$ cat config.mk
export PLATFORM = sky130hd
export DESIGN_NAME = dwg_queue
export DESIGN_NICKNAME = d
export VERILOG_FILES = /design/src/dwg_pkg.sv /design/src/dwg_queue.sv
export SDC_FILE = /design/constraint.sdc
export NUM_CORES = 1
export LEC_CHECK = 0
export BUFFER_PORTS_ARGS = -buffer_cell sky130_fd_sc_hd__buf_2
export CAP_MARGIN = 20
export CORE_MARGIN = 2
export CORE_UTILIZATION = 55
export DETAILED_ROUTE_END_ITERATION = 10
export PLACE_DENSITY = 0.94
export SLEW_MARGIN = 20
export SYNTH_ARGS = -nofsm -noshare
export SYNTH_HDL_FRONTEND = slang
export SYNTH_SLANG_ARGS = --single-unit
$ cat constraint.sdc
create_clock -name clk -period 5.52 [get_ports clk]
set_clock_uncertainty 0.15 [all_clocks]
set_input_delay 0.552 -clock clk [delete_from_list [all_inputs] [get_ports clk]]
set_output_delay 0.552 -clock clk [all_outputs]
set_load 0.03 [all_outputs]
$ cat src/dwg_pkg.sv
// Shared types and constants for the DLA walker grid step block.
package dwg_pkg;

  localparam int DIM_BITS       = 11;
  localparam int POS_BITS       = 10;
  localparam int DIR_BITS       = 2;
  localparam int OUT_GEN_BITS   = 16;
  localparam int CFG_INDEX_BITS = 2;
  localparam int CFG_DATA_BITS  = 11;
  localparam int IN_TDATA_BITS  = 24;
  localparam int OUT_TDATA_BITS = 40;
  localparam int GRID_RESET     = 1024;
  localparam int QUEUE_DEPTH    = 2;
  localparam int QPTR_BITS      = 1;
  localparam int QCOUNT_BITS    = 2;

  localparam logic OP_WALK = 1'b0;
  localparam logic OP_SEED = 1'b1;

  localparam logic [CFG_INDEX_BITS-1:0] REG_GRID_WIDTH  = 2'd0;
  localparam logic [CFG_INDEX_BITS-1:0] REG_GRID_HEIGHT = 2'd1;

  typedef enum logic [DIR_BITS-1:0] {
    DIR_POS_X = 2'd0,
    DIR_NEG_X = 2'd1,
    DIR_POS_Y = 2'd2,
    DIR_NEG_Y = 2'd3
  } dir_t;

  // One classified step, as queued between front and back.
  typedef struct packed {
    logic                seed;
    logic [POS_BITS-1:0] x;
    logic [POS_BITS-1:0] y;
    logic [DIM_BITS-1:0] nx;
    logic [DIM_BITS-1:0] ny;
  } dwg_item_t;

endpackage

$ cat src/dwg_queue.sv
// Two-entry queue of classified steps between front and back.
module dwg_queue import dwg_pkg::*; (
  input  logic      clk,
  input  logic      rst,
  input  logic      push,
  input  dwg_item_t push_item,
  input  logic      pop,
  output dwg_item_t head,
  output logic      full,
  output logic      empty
);

  dwg_item_t              entries [QUEUE_DEPTH];
  logic [QPTR_BITS-1:0]   wr_ptr;
  logic [QPTR_BITS-1:0]   rd_ptr;
  logic [QCOUNT_BITS-1:0] count;

  always_ff @(posedge clk) begin
    if (rst) begin
      wr_ptr <= '0;
      rd_ptr <= '0;
      count  <= '0;
    end else begin
      if (push) begin
        wr_ptr <= wr_ptr + 1'b1;
      end
      if (pop) begin
        rd_ptr <= rd_ptr + 1'b1;
      end
      if (push && !pop) begin
        count <= count + 1'b1;
      end else if (pop && !push) begin
        count <= count - 1'b1;
      end
    end
  end

  always_ff @(posedge clk) begin
    if (push) begin
      entries[wr_ptr] <= push_item;
    end
  end

  assign head  = entries[rd_ptr];
  assign full  = (count == QCOUNT_BITS'(QUEUE_DEPTH));
  assign empty = (count == '0);

  a_no_overflow: assert property (@(posedge clk) disable iff (rst) push |-> !full)
    else $error("queue push while full");
  a_no_underflow: assert property (@(posedge clk) disable iff (rst) pop |-> !empty)
    else $error("queue pop while empty");

endmodule

==> flow_summary.yaml <==
power_and_ir_drop:
  total_power_uw: 1430
  p_per_area_nw_per_um2: 355
  leakage_uw: 0.00153
  irDropWorstVdd_mv: 0.213
die:
  std_cell_rows: 28
  pin_count: 92
  die_w_um: 81.6
  floorplan.die.height_um: 81.6
  fp.coreArea_um2: 5850
  dieArea_um2: 6650
  start_util_pct: 56.6
synth:
  syn_nets: 204
  yosysTopAreaCellShare_pct: 78.0
  synth_top_cell_by_area: "edfxtp_1"
  yosysSeqAreaShare_pct: 81.1
  syn_inst: 156
  synth_area_leaders: "edfxtp_1, mux2_2, dfxtp_1"
  ys_types: 16
  avgSynthCellArea_um2: 21.2
  synth-seq-cells: 91
  ys.flop_type: "edfxtp_1"
  ys_warn_count: 0
  synth_area_um2: 3310
  synth_edf_count: 86
  async_reset_ff_share_pct: 0
place:
  port_buffers: 91
  gp_congestion: 0.711
  hpwl_um: 3490
  dp.cells: 318
global_routing:
  grt_pass1_wl_um: 7420
  grt_pass1_vias: 1619
  grt_overflow: 0
  antenna_found_initial: 0
  grt_max_degree: 44
  grt_usage_pct: 16.1
critical_path:
  cp_max_fo: 43
  worst_ep_arrival_time_ns: 1.97
  cp.required_ns: 4.82
  critical_path_class: "reg -> out"
  worst_setup_path_end_kind: "output port"
  start_kind: "flip-flop"
  rr_startpoint: "wr_ptr"
detailed_routing:
  vias_per_cell: 5.05
  final_antenna_net_count: 0
  post_drt_wl_per_cell_um: 15.7
  vias: 1687
  route.detailed.drc: 0
  drtIter0Drc: 52
  firstDrtPassIters: 4
  routed_wl_um: 5240
timing:
  finalSetupViolCount: 0
  fmax_mhz: 375
  worst_slew_pin_slew_ns: 1.01
  rsz0062_at_grt: "false"
  finalSetupTns_ns: 0
  layout_min_cycle_time_ns: 2.67
  slew_violations: 0
  hold_viol: 0
  period_share_pct: 48.4
  max_slew_margin_pct: 32.9
cts:
  post_cts_resize_count: 0
  cts.htree.levels: 3
  clock-sinks: 91
  clkLatencyLatePin_ns: 0.34
  root_buffer: "clkbuf_8"
  path_clk_slew_ns: 0.09
  post_cts_buffers: 0
  cts.path.max_buffers: 2
  hold_buffers: 0
  numCtsBuffers: 9
  cts_tree: "yes"
finish:
  post-route-util_pct: 68.7
  fillCellCount: 399
  area_growth_pct: 21.4
  fin_cells: 334
  final_nets: 302
  diodes: 0
  drive_gt1_share_pct: 59.8
hold_path:
  hold_path.class: "in -> reg"
  hold_path_startpoint: "push_item[11]"
flow_run:
  max_cap_violations: 0
outcome:
  status: "complete, no violations"
power by group:
group,switching (uW),internal [uW]
clock,224,167
sequential,23.4,803
combinational,130,78.5
total,378,1050
cells by family (layout without fill, tap and decap cells):
group | Yosys count | count (layout) | synth area share [%]
mux | 43 | 43 | 14.6
compound gates | 2 | 2 | 0.302
xor+xnor | 4 | 4 | 1.06
buf+inv | 6 | 109 | 1.17
flops | 91 | 91 | 81.1
fa+ha+maj | 1 | 1 | 0.378
simple gates | 9 | 9 | 1.40
worst paths after layout:
check                                       to  slack, ns  cells past startpoint
worst max-delay path                  head[30]       2.85                      2
worst min-delay path            entries[0][11]       0.24                      1
worst max register to register  entries[1][16]       3.74                      1
worst min register to register        count[1]       0.37                      2
layout make-up:
cell class / instances / area, um2 / area share (%)
clock buffers: 9 / 124 / 3.08
clock inverters: 7 / 52.6 / 1.31
inverters: 1 / 3.75 / 0.0934
multi-input cells: 59 / 597 / 14.9
flip-flops and latches: 91 / 2680 / 66.8
well taps: 75 / 93.8 / 2.34
repair buffers: 92 / 463 / 11.5
critical path: stages, from the launching register on:
cell and delay [ns]:
dfxtp_2 0.99, mux2_2 0.42, buf_2 0.18
metal layers:
layer	vias to the layer above	wire (um)	track usage [%]
met2	56	2870	28.9
met4	0	112	10.3
met3	10	278	3.52
li1	802	-	-
met1	819	1980	17.1
met5	-	0	0
Yosys cell counts (2+ instances only):
master	count
dfxtp_1	5
xnor2_1	2
nor2_1	5
edfxtp_1	86
mux2_2	43
buf_4	4
xor2_1	2
per-stage QoR:
stage	setup WS [ns]	hold slack (ns)	area [um2]
after CTS	2.82	0.224	4020
after floorplan	2.45	0.311	3310
after global routing	2.75	0.224	4020
after global placement	3.22	0.329	3840
after detailed placement	3.21	0.359	3840
final	2.85	0.242	4020
cells in the final DEF, fill, tap and decap left out, types with 2 or more instances in the layout:
master	n
xor2_1	2
clkinv_4	2
xnor2_1	2
clkinv_2	3
buf_2	91
nor2_1	5
mux2_2	43
edfxtp_1	86
clkbuf_8	9
dfxtp_1	4
state kept, by name, summed over array words and instances (netlist names), named ones only:
signal	count
count	2
entries	86
rd_ptr	1
wr_ptr	1
Power figures use the tool's default switching activity.
