[src/dwg_pkg.sv]
// Shared types and constants for the DLA walker grid step block.
package dwg_pkg;

  localparam int DIM_BITS       = 11;
  localparam int POS_BITS       = 10;
  localparam int DIR_BITS       = 2;
  localparam int OUT_GEN_BITS   = 16;
  localparam int CFG_INDEX_BITS = 2;
  localparam int CFG_DATA_BITS  = 11;
  localparam int IN_TDATA_BITS  = 24;
  localparam int OUT_TDATA_BITS = 40;
  localparam int GRID_RESET     = 1024;
  localparam int QUEUE_DEPTH    = 2;
  localparam int QPTR_BITS      = 1;
  localparam int QCOUNT_BITS    = 2;

  localparam logic OP_WALK = 1'b0;
  localparam logic OP_SEED = 1'b1;

  localparam logic [CFG_INDEX_BITS-1:0] REG_GRID_WIDTH  = 2'd0;
  localparam logic [CFG_INDEX_BITS-1:0] REG_GRID_HEIGHT = 2'd1;

  typedef enum logic [DIR_BITS-1:0] {
    DIR_POS_X = 2'd0,
    DIR_NEG_X = 2'd1,
    DIR_POS_Y = 2'd2,
    DIR_NEG_Y = 2'd3
  } dir_t;

  // One classified step, as queued between front and back.
  typedef struct packed {
    logic                seed;
    logic [POS_BITS-1:0] x;
    logic [POS_BITS-1:0] y;
    logic [DIM_BITS-1:0] nx;
    logic [DIM_BITS-1:0] ny;
  } dwg_item_t;

endpackage

[src/dwg_front.sv]
// Front end: grid size registers, position clamp and neighbor coordinates.
module dwg_front import dwg_pkg::*; #(
  parameter int MAX_WIDTH  = 1024,
  parameter int MAX_HEIGHT = 1024
) (
  input  logic                      clk,
  input  logic                      rst,
  input  logic                      cfg_valid,
  input  logic [CFG_INDEX_BITS-1:0] cfg_index,
  input  logic [CFG_DATA_BITS-1:0]  cfg_data,
  input  logic                      in_valid,
  output logic                      in_ready,
  input  logic                      in_opcode,
  input  logic [POS_BITS-1:0]       in_pos_x,
  input  logic [POS_BITS-1:0]       in_pos_y,
  input  logic [DIR_BITS-1:0]       in_dir,
  input  logic                      clearing,
  input  logic                      q_full,
  output logic                      push,
  output dwg_item_t                 push_item
);

  localparam int W_RESET = (MAX_WIDTH < GRID_RESET) ? MAX_WIDTH : GRID_RESET;
  localparam int H_RESET = (MAX_HEIGHT < GRID_RESET) ? MAX_HEIGHT : GRID_RESET;

  logic [DIM_BITS-1:0] width_eff;
  logic [DIM_BITS-1:0] height_eff;
  logic [DIM_BITS-1:0] x_ext;
  logic [DIM_BITS-1:0] y_ext;
  logic [DIM_BITS-1:0] x_cl;
  logic [DIM_BITS-1:0] y_cl;
  logic [DIM_BITS-1:0] x_inc;
  logic [DIM_BITS-1:0] y_inc;
  logic [DIM_BITS-1:0] nx;
  logic [DIM_BITS-1:0] ny;

  function automatic logic [DIM_BITS-1:0] clamp_dim(input logic [DIM_BITS-1:0] v,
                                                    input int maxv);
    if (v == '0) begin
      return DIM_BITS'(1);
    end else if (int'(v) > maxv) begin
      return DIM_BITS'(maxv);
    end
    return v;
  endfunction

  // Store the clamped sizes so the item path only sees legal values.
  always_ff @(posedge clk) begin
    if (rst) begin
      width_eff  <= DIM_BITS'(W_RESET);
      height_eff <= DIM_BITS'(H_RESET);
    end else if (cfg_valid) begin
      if (cfg_index == REG_GRID_WIDTH) begin
        width_eff <= clamp_dim(cfg_data, MAX_WIDTH);
      end else if (cfg_index == REG_GRID_HEIGHT) begin
        height_eff <= clamp_dim(cfg_data, MAX_HEIGHT);
      end
    end
  end

  assign x_ext = {1'b0, in_pos_x};
  assign y_ext = {1'b0, in_pos_y};
  assign x_cl  = (x_ext >= width_eff)  ? width_eff - 1'b1  : x_ext;
  assign y_cl  = (y_ext >= height_eff) ? height_eff - 1'b1 : y_ext;
  assign x_inc = x_cl + 1'b1;
  assign y_inc = y_cl + 1'b1;

  always_comb begin
    nx = x_cl;
    ny = y_cl;
    unique case (dir_t'(in_dir))
      DIR_POS_X: nx = (x_inc >= width_eff) ? '0 : x_inc;
      DIR_NEG_X: nx = (x_cl == '0) ? width_eff - 1'b1 : x_cl - 1'b1;
      DIR_POS_Y: ny = (y_inc >= height_eff) ? '0 : y_inc;
      DIR_NEG_Y: ny = (y_cl == '0) ? height_eff - 1'b1 : y_cl - 1'b1;
    endcase
  end

  assign in_ready          = !clearing && !q_full;
  assign push              = in_valid && in_ready;
  assign push_item.seed    = (in_opcode == OP_SEED);
  assign push_item.x       = x_cl[POS_BITS-1:0];
  assign push_item.y       = y_cl[POS_BITS-1:0];
  assign push_item.nx      = nx;
  assign push_item.ny      = ny;

endmodule

[config.mk]
export PLATFORM = sky130hd
export DESIGN_NAME = dwg_front
export DESIGN_NICKNAME = d
export VERILOG_FILES = /design/src/dwg_pkg.sv /design/src/dwg_front.sv
export SDC_FILE = /design/constraint.sdc
export NUM_CORES = 1
export LEC_CHECK = 0
export ABC_AREA = 1
export BUFFER_PORTS_ARGS = -buffer_cell sky130_fd_sc_hd__buf_2
export CORE_ASPECT_RATIO = 0.7
export CORE_MARGIN = 1
export CORE_UTILIZATION = 44
export CTS_CLUSTER_DIAMETER = 50
export DETAILED_ROUTE_END_ITERATION = 8
export PLACE_DENSITY = 0.73
export REMOVE_ABC_BUFFERS = 1
export SLEW_MARGIN = 15
export SYNTH_ARGS = -nofsm -noshare
export SYNTH_HDL_FRONTEND = slang
export SYNTH_SLANG_ARGS = --single-unit
[constraint.sdc]
create_clock -name clk -period 8 [get_ports clk]
set_clock_uncertainty 0.05 [all_clocks]
set_input_delay 2 -clock clk [delete_from_list [all_inputs] [get_ports clk]]
set_output_delay 2 -clock clk [all_outputs]
set_load 0.1 [all_outputs]
==> metrics.yaml, run 1 <==
status: "finished clean"
hold_slack_ns: 0.526
grt_util_all_layers_pct: 25.8
netSwitchingPower_uw: 485
synth_commonest_cells: "nand2_1, inv_1, nand3_1"
rows: 31
drtAntennaViolNets: 0
seq_power_share_pct: 14.1
drt_wl_total_um: 15400
areaGrowthSynthToFinish_pct: 27.5
p_clk_share_pct: 13.0
synth_top_cell_area_share_pct: 18.7
root_buffer: "clkbuf_16"
leakagePower_nw: 3.12
die_area_um2: 11300
critical_path.slowest_cell: "ha_1"
drtPass1Iterations: 6
avgSynthCellArea_um2: 5.89
period_share_pct: 97.1
netSwitchingFraction_pct: 55.7
yosys-mux-area-fraction_pct: 0
r2r_slack_ns: 7.09
yosysMostFrequentCell: "nand2_1"
gp_congestion: 0.946
critical_path_class: "input pin to output port"
tightest_slew_ns: 1.01
critPathMaxStageDelay_ns: 0.33
antenna_found_initial: 0
syn_area_um2: 4770
drc: 0
grt_pass1_wl_um: 23200
ys_types: 44
initial_utilization_pct: 45.7
die-height_um: 89.1
cts_tree: "built"
p_int_uw: 385
hold_viol_final: 0
antenna_cells: 0
drv_cap: 0
cts_buffer_depth: 2
combPwrFrac_pct: 72.9
path_buf_inv: 6
timing.final.ws_setup_ns: 0.234
numCtsBuffers: 3
synth_async_sr_flop_share_pct: 0
yosys-top-cells-area: "nand2_1, ha_1, dfxtp_1"
cp.required_ns: 5.95
synthSimpleGateAreaFrac_pct: 47.0
ys_seq_area_share_pct: 9.24
grt_max_degree: 23
layout-drive-gt1-share_pct: 26.6
ys.flop_type: "dfxtp_1"
crit_fanout: 6
peakVddDrop_uv: 117
finalNetCount: 1004
clock.fmax_ghz: 0.129
ys_ff_latch: 22
hold_buffers: 0
drv_slew: 0
cpLargestDelayFamily: "simple AND/OR/NAND/NOR gates"
port_buffers: 84
num_vias: 5624
fp.coreArea_um2: 10400
pwr_density_cell_nw_per_um2: 143
synth_xor_area_share_pct: 5.46
cp.arrival_ns: 5.72
setup_viol: 0
slew_headroom_pct: 32.4
grt_overflow: 0
synth_edf_count: 0
final.setup.tns_ns: 0
worst_skew_pair.late_latency_ns: 0.25
end_kind: "output port"
post_drt_wl_per_cell_um: 14.8
synth_top_family_by_area: "simple AND/OR/NAND/NOR gates"
clock_sinks: 22
viasPerCell: 5.38
path_clk_slew_ns: 0.06
period_minus_slack_ns: 7.77
die_x_um: 126
dp_hpwl_um: 12200
synth_compound_area_share_pct: 13.9
fin_util_pct: 58.3
start_kind: "input pin"
ys_warn_count: 0
synthAdderAreaFrac_pct: 12.6
ios: 87
grt_pass1_vias: 4536
netlist_instances: 809
h-tree-depth: 1
drtIter0Drc: 664
dpl_worst_slack_ns: 0.0934
synth_top_area_cell: "nand2_1"
min_path_type: "flip-flop to flip-flop"
==> logic make-up after synthesis <==
family | after synthesis
flops | 22
xor+xnor | 28
buf+inv | 133
compound gates | 112
simple gates | 466
fa+ha+maj | 48
==> per-layer routing <==
metal / global-route usage [%] / vias to the layer above / share of wire, %
met5: 0 / - / 0
met4: 1.53 / 0 / 0.93
met3: 3.47 / 18 / 9.9
met2: 36.6 / 275 / 39
met1: 41.5 / 2516 / 50
li1: - / 2815 / -
==> final cells by class <==
type / instances / area (um2)
clock buffer: 4 / 88.8
fill: 979 / 4360
inverter: 115 / 439
multi-input combinational: 655 / 3920
sequential: 22 / 440
tap: 132 / 165
timing repair buffer: 117 / 1030
==> cell usage in the layout (no fill, tap or decap), types with 3 or more instances in the layout <==
| cell | count |
|---|---|
| ha_4 | 4 |
| ha_1 | 43 |
| nand3_1 | 74 |
| nand2_1 | 231 |
| nor3_1 | 3 |
| o21ai_1 | 14 |
| dfxtp_1 | 22 |
| a21oi_1 | 37 |
| nor2_4 | 11 |
| nand2_4 | 11 |
| inv_2 | 8 |
| o21bai_1 | 3 |
| xnor2_1 | 4 |
| nand3b_1 | 5 |
| clkbuf_16 | 6 |
| inv_4 | 3 |
| buf_4 | 31 |
| buf_2 | 62 |
| buf_12 | 20 |
| nor2_1 | 55 |
| o21ai_2 | 11 |
| xor2_1 | 22 |
| nand2_2 | 35 |
| nand3_2 | 7 |
| nor2_2 | 13 |
| o21ai_0 | 34 |
| inv_1 | 102 |
| nand4_1 | 9 |
==> worst min-delay path, stage by stage, from the launching register on <==
cell and delay, ns:
dfxtp_1 0.34, o21ai_0 0.09, a21oi_1 0.11
==> through the flow <==
step | cell area (um2) | power, mW | instances
final | 6080 | 0.870 | 1045
after global routing | 6080 | 0.917 | 1045
after CTS | 5720 | 0.832 | 1020
after detailed placement | 5630 | 0.720 | 1016
after global placement | 5630 | 0.715 | 1016
after floorplan | 4640 | 0.551 | 791
==> power groups by stage <==
stage	sequential, mW	clock [mW]	combinational (mW)
floorplan	0.122	0	0.429
global placement	0.125	0	0.590
detailed placement	0.125	0	0.595
CTS	0.122	0.113	0.596
global route	0.123	0.118	0.675
finish	0.123	0.113	0.634
==> worst paths after layout <==
check	to	cells after the start	start
worst min-delay path	height_eff[1]$_SDFFE_PP0P_	2	height_eff[1]$_SDFFE_PP0P_
worst max register to register	height_eff[10]$_SDFFE_PP1P_	2	height_eff[10]$_SDFFE_PP1P_
worst min register to register	height_eff[1]$_SDFFE_PP0P_	2	height_eff[1]$_SDFFE_PP0P_
worst max-delay path	push_item[8]	29	in_pos_y[8]
==> registers in the layout (all words and copies together), names as in the netlist <==
signal and count:
height_eff 11, width_eff 11
==> timing repair <==
action	in CTS	in global routing
endpoints found under the hold margin	0	0
setup endpoints to repair	0	22
setup buffers	0	23
gates resized for setup	0	35
Power figures use the tool's default switching activity.
==> run 2, diff against run 1 <==
==> constraint.sdc (replaced) <==
create_clock -name clk -period 8 [get_ports clk]
set_clock_uncertainty 0.05 [all_clocks]
set_input_delay 0.8 -clock clk [delete_from_list [all_inputs] [get_ports clk]]
set_output_delay 0.8 -clock clk [all_outputs]
set_load 0.1 [all_outputs]
==> metrics.yaml, run 2 (same netlist as run 1, synthesis figures left out) <==
areaGrowthSynthToFinish_pct: 12.2
antenna_found_initial: 0  # unchanged
root_buffer: "clkbuf_16"
hold_buffers: 0  # unchanged
start_kind: "input pin"
leakagePower_nw: 2.83  # -9.3%
fp.coreArea_um2: 10400  # unchanged
whs_path_depth: 2  # unchanged
dp.cells: 1009  # -0.69%
end_kind: "output port"
drc: 0  # unchanged
die-height_um: 89.1  # unchanged
tightest_slew_ns: 0.969  # -0.0402 ns
cts_buffer_depth: 2  # unchanged
grt_pass1_vias: 4539  # +0.066%
viasPerCell: 5.21  # -3.2%
nFillCells: 1118  # +14%
r2r_cells: 2  # unchanged
reg_top3: "height_eff: 11 flops, width_eff: 11 flops"
die_x_um: 126  # unchanged
peakVddDrop_uv: 146  # +25%
drtPass1Iterations: 6  # unchanged
grt_overflow: 0  # unchanged
cts_setup_buffers: 0  # unchanged
crit_fanout: 22  # +16
clock.fmax_ghz: 0.169  # +31%
die_area_um2: 11300  # unchanged
num_vias: 5279  # -6.1%
final_cell_mix: "nand2_1, inv_1, buf_2"
drv_cap: 0  # unchanged
final.setup.tns_ns: 0  # unchanged
rsz0062_at_grt: "false"
initial_utilization_pct: 45.7  # unchanged
drtAntennaViolNets: 0  # unchanged
drv_slew: 0  # unchanged
ff_latch_area_um2: 440  # unchanged
cp.arrival_ns: 5.07  # -0.65 ns
post_cts_resized: 0  # unchanged
period_minus_slack_ns: 5.92  # -1.85 ns
pwr_density_cell_nw_per_um2: 150  # +5.1%
worst_skew_pair.late_latency_ns: 0.25  # about the same
gp_congestion: 0.983  # +3.9%
path_clk_slew_ns: 0.06  # about the same
port_buffers: 84  # unchanged
h-tree-depth: 1  # unchanged
ios: 87  # unchanged
setup_viol: 0  # unchanged
min_path_type: "flip-flop to flip-flop"
layout-drive-gt1-share_pct: 21.5  # -5.2 points
hold_slack_ns: 0.526  # +0.000442 ns
grt_pass1_wl_um: 23600  # +1.5%
hold_end: "width_eff[7]$_SDFFE_PP0P_"
r2r_end: "width_eff[0]$_SDFFE_PP0P_"
post_drt_wl_per_cell_um: 14.5  # -1.7%
status: "finished clean"
final_common_cell: "nand2_1"
critical_path_class: "input pin to output port"
numCtsBuffers: 3  # unchanged
drtIter0Drc: 595  # -10%
dp_hpwl_um: 12300  # +0.38%
cp.required_ns: 7.15  # +1.20 ns
r2r_slack_ns: 7.12  # +0.03 ns
antenna_cells: 0  # unchanged
min-delay-start: "width_eff[7]$_SDFFE_PP0P_"
drt_wl_total_um: 14700  # -4.7%
period_share_pct: 74.0  # -23 points
slew_headroom_pct: 35.1  # +2.7 points
hold_viol_final: 0  # unchanged
multi_input_area_um2: 3770  # -3.7%
instances_no_fill: 1013  # -3.1%
fin_util_pct: 51.3  # -7.0 points
reg2reg_from: "width_eff[0]$_SDFFE_PP0P_"
clock_sinks: 22  # unchanged
grt_util_all_layers_pct: 26.5  # +0.69 points
cts_tree: "built"
rows: 31  # unchanged
grt_max_degree: 23  # unchanged
finalNetCount: 972  # -3.2%
[run 2: worst max-delay path, stage by stage]
cell and delay [ns]:
buf_2 0.12, ha_1 0.33, a21oi_1 0.15, nand2_1 0.08, nand2_1 0.06, nand2_1 0.05
nand2_1 0.30, nand2_4 0.24, nand2_2 0.14, nand2_4 0.10, inv_2 0.13, ha_1 0.25
nand2_2 0.09, nor2_4 0.15, nand3_1 0.12, nand2_1 0.09, inv_1 0.04, ha_1 0.30
a21oi_1 0.16, o21a_1 0.15, nand3_1 0.07, nor4_1 0.18, buf_4 0.24, nand3_1 0.09
nand2_1 0.10, inv_1 0.06, nand2_1 0.04, buf_2 0.42
[run 2: area by class of cell]
type                    count  share of cell area (%)
multi-input cells         654                    70.5
clock inverters             1                   0.561
inverters                 115                    8.12
well taps                 132                    3.09
repair buffers             86                    8.14
flip-flops and latches     22                    8.23
clock buffers               3                    1.40
[run 2: layer usage]
metal / track usage [%] / vias to the layer above / part of all wire (%)
met5: 0 / - / 0
met4: 2.52 / 0 / 0.53
met3: 4.85 / 11 / 9.6
met2: 35.3 / 242 / 36
met1: 43.1 / 2285 / 54
li1: - / 2741 / -
[run 2: report_power, final]
group          internal (mW)  leakage (nW)  total [mW]  switching [mW]
Combinational          0.126          2.60       0.544           0.418
Clock                 0.0993        0.0511       0.138          0.0388
Sequential             0.115         0.180       0.123         0.00727
[run 2: how the worst max path moves through the flow]
stage | from | endpoint | slack (ns) | cells after the start
2_1_floorplan | in_pos_y[9] | push_item[4] | 1.01 | 25
3_3_place_gp | in_pos_x[2] | push_item[11] | 2.27 | 27
3_5_place_dp | in_pos_x[2] | push_item[11] | 2.17 | 27
4_1_cts | in_pos_x[2] | push_item[11] | 2.17 | 27
5_1_grt | in_pos_x[2] | push_item[13] | 1.59 | 27
6_report | in_pos_x[2] | push_item[19] | 2.08 | 28
[run 2: stage by stage]
| stage | total power, mW | instance area, um2 | setup slack, ns |
|---|---|---|---|
| 5_1_grt | 0.857 | 5350 | 1.59 |
| 3_3_place_gp | 0.656 | 5240 | 2.27 |
| 3_5_place_dp | 0.659 | 5240 | 2.17 |
| 4_1_cts | 0.798 | 5350 | 2.17 |
| 2_1_floorplan | 0.551 | 4640 | 1.01 |
| 6_report | 0.805 | 5350 | 2.08 |
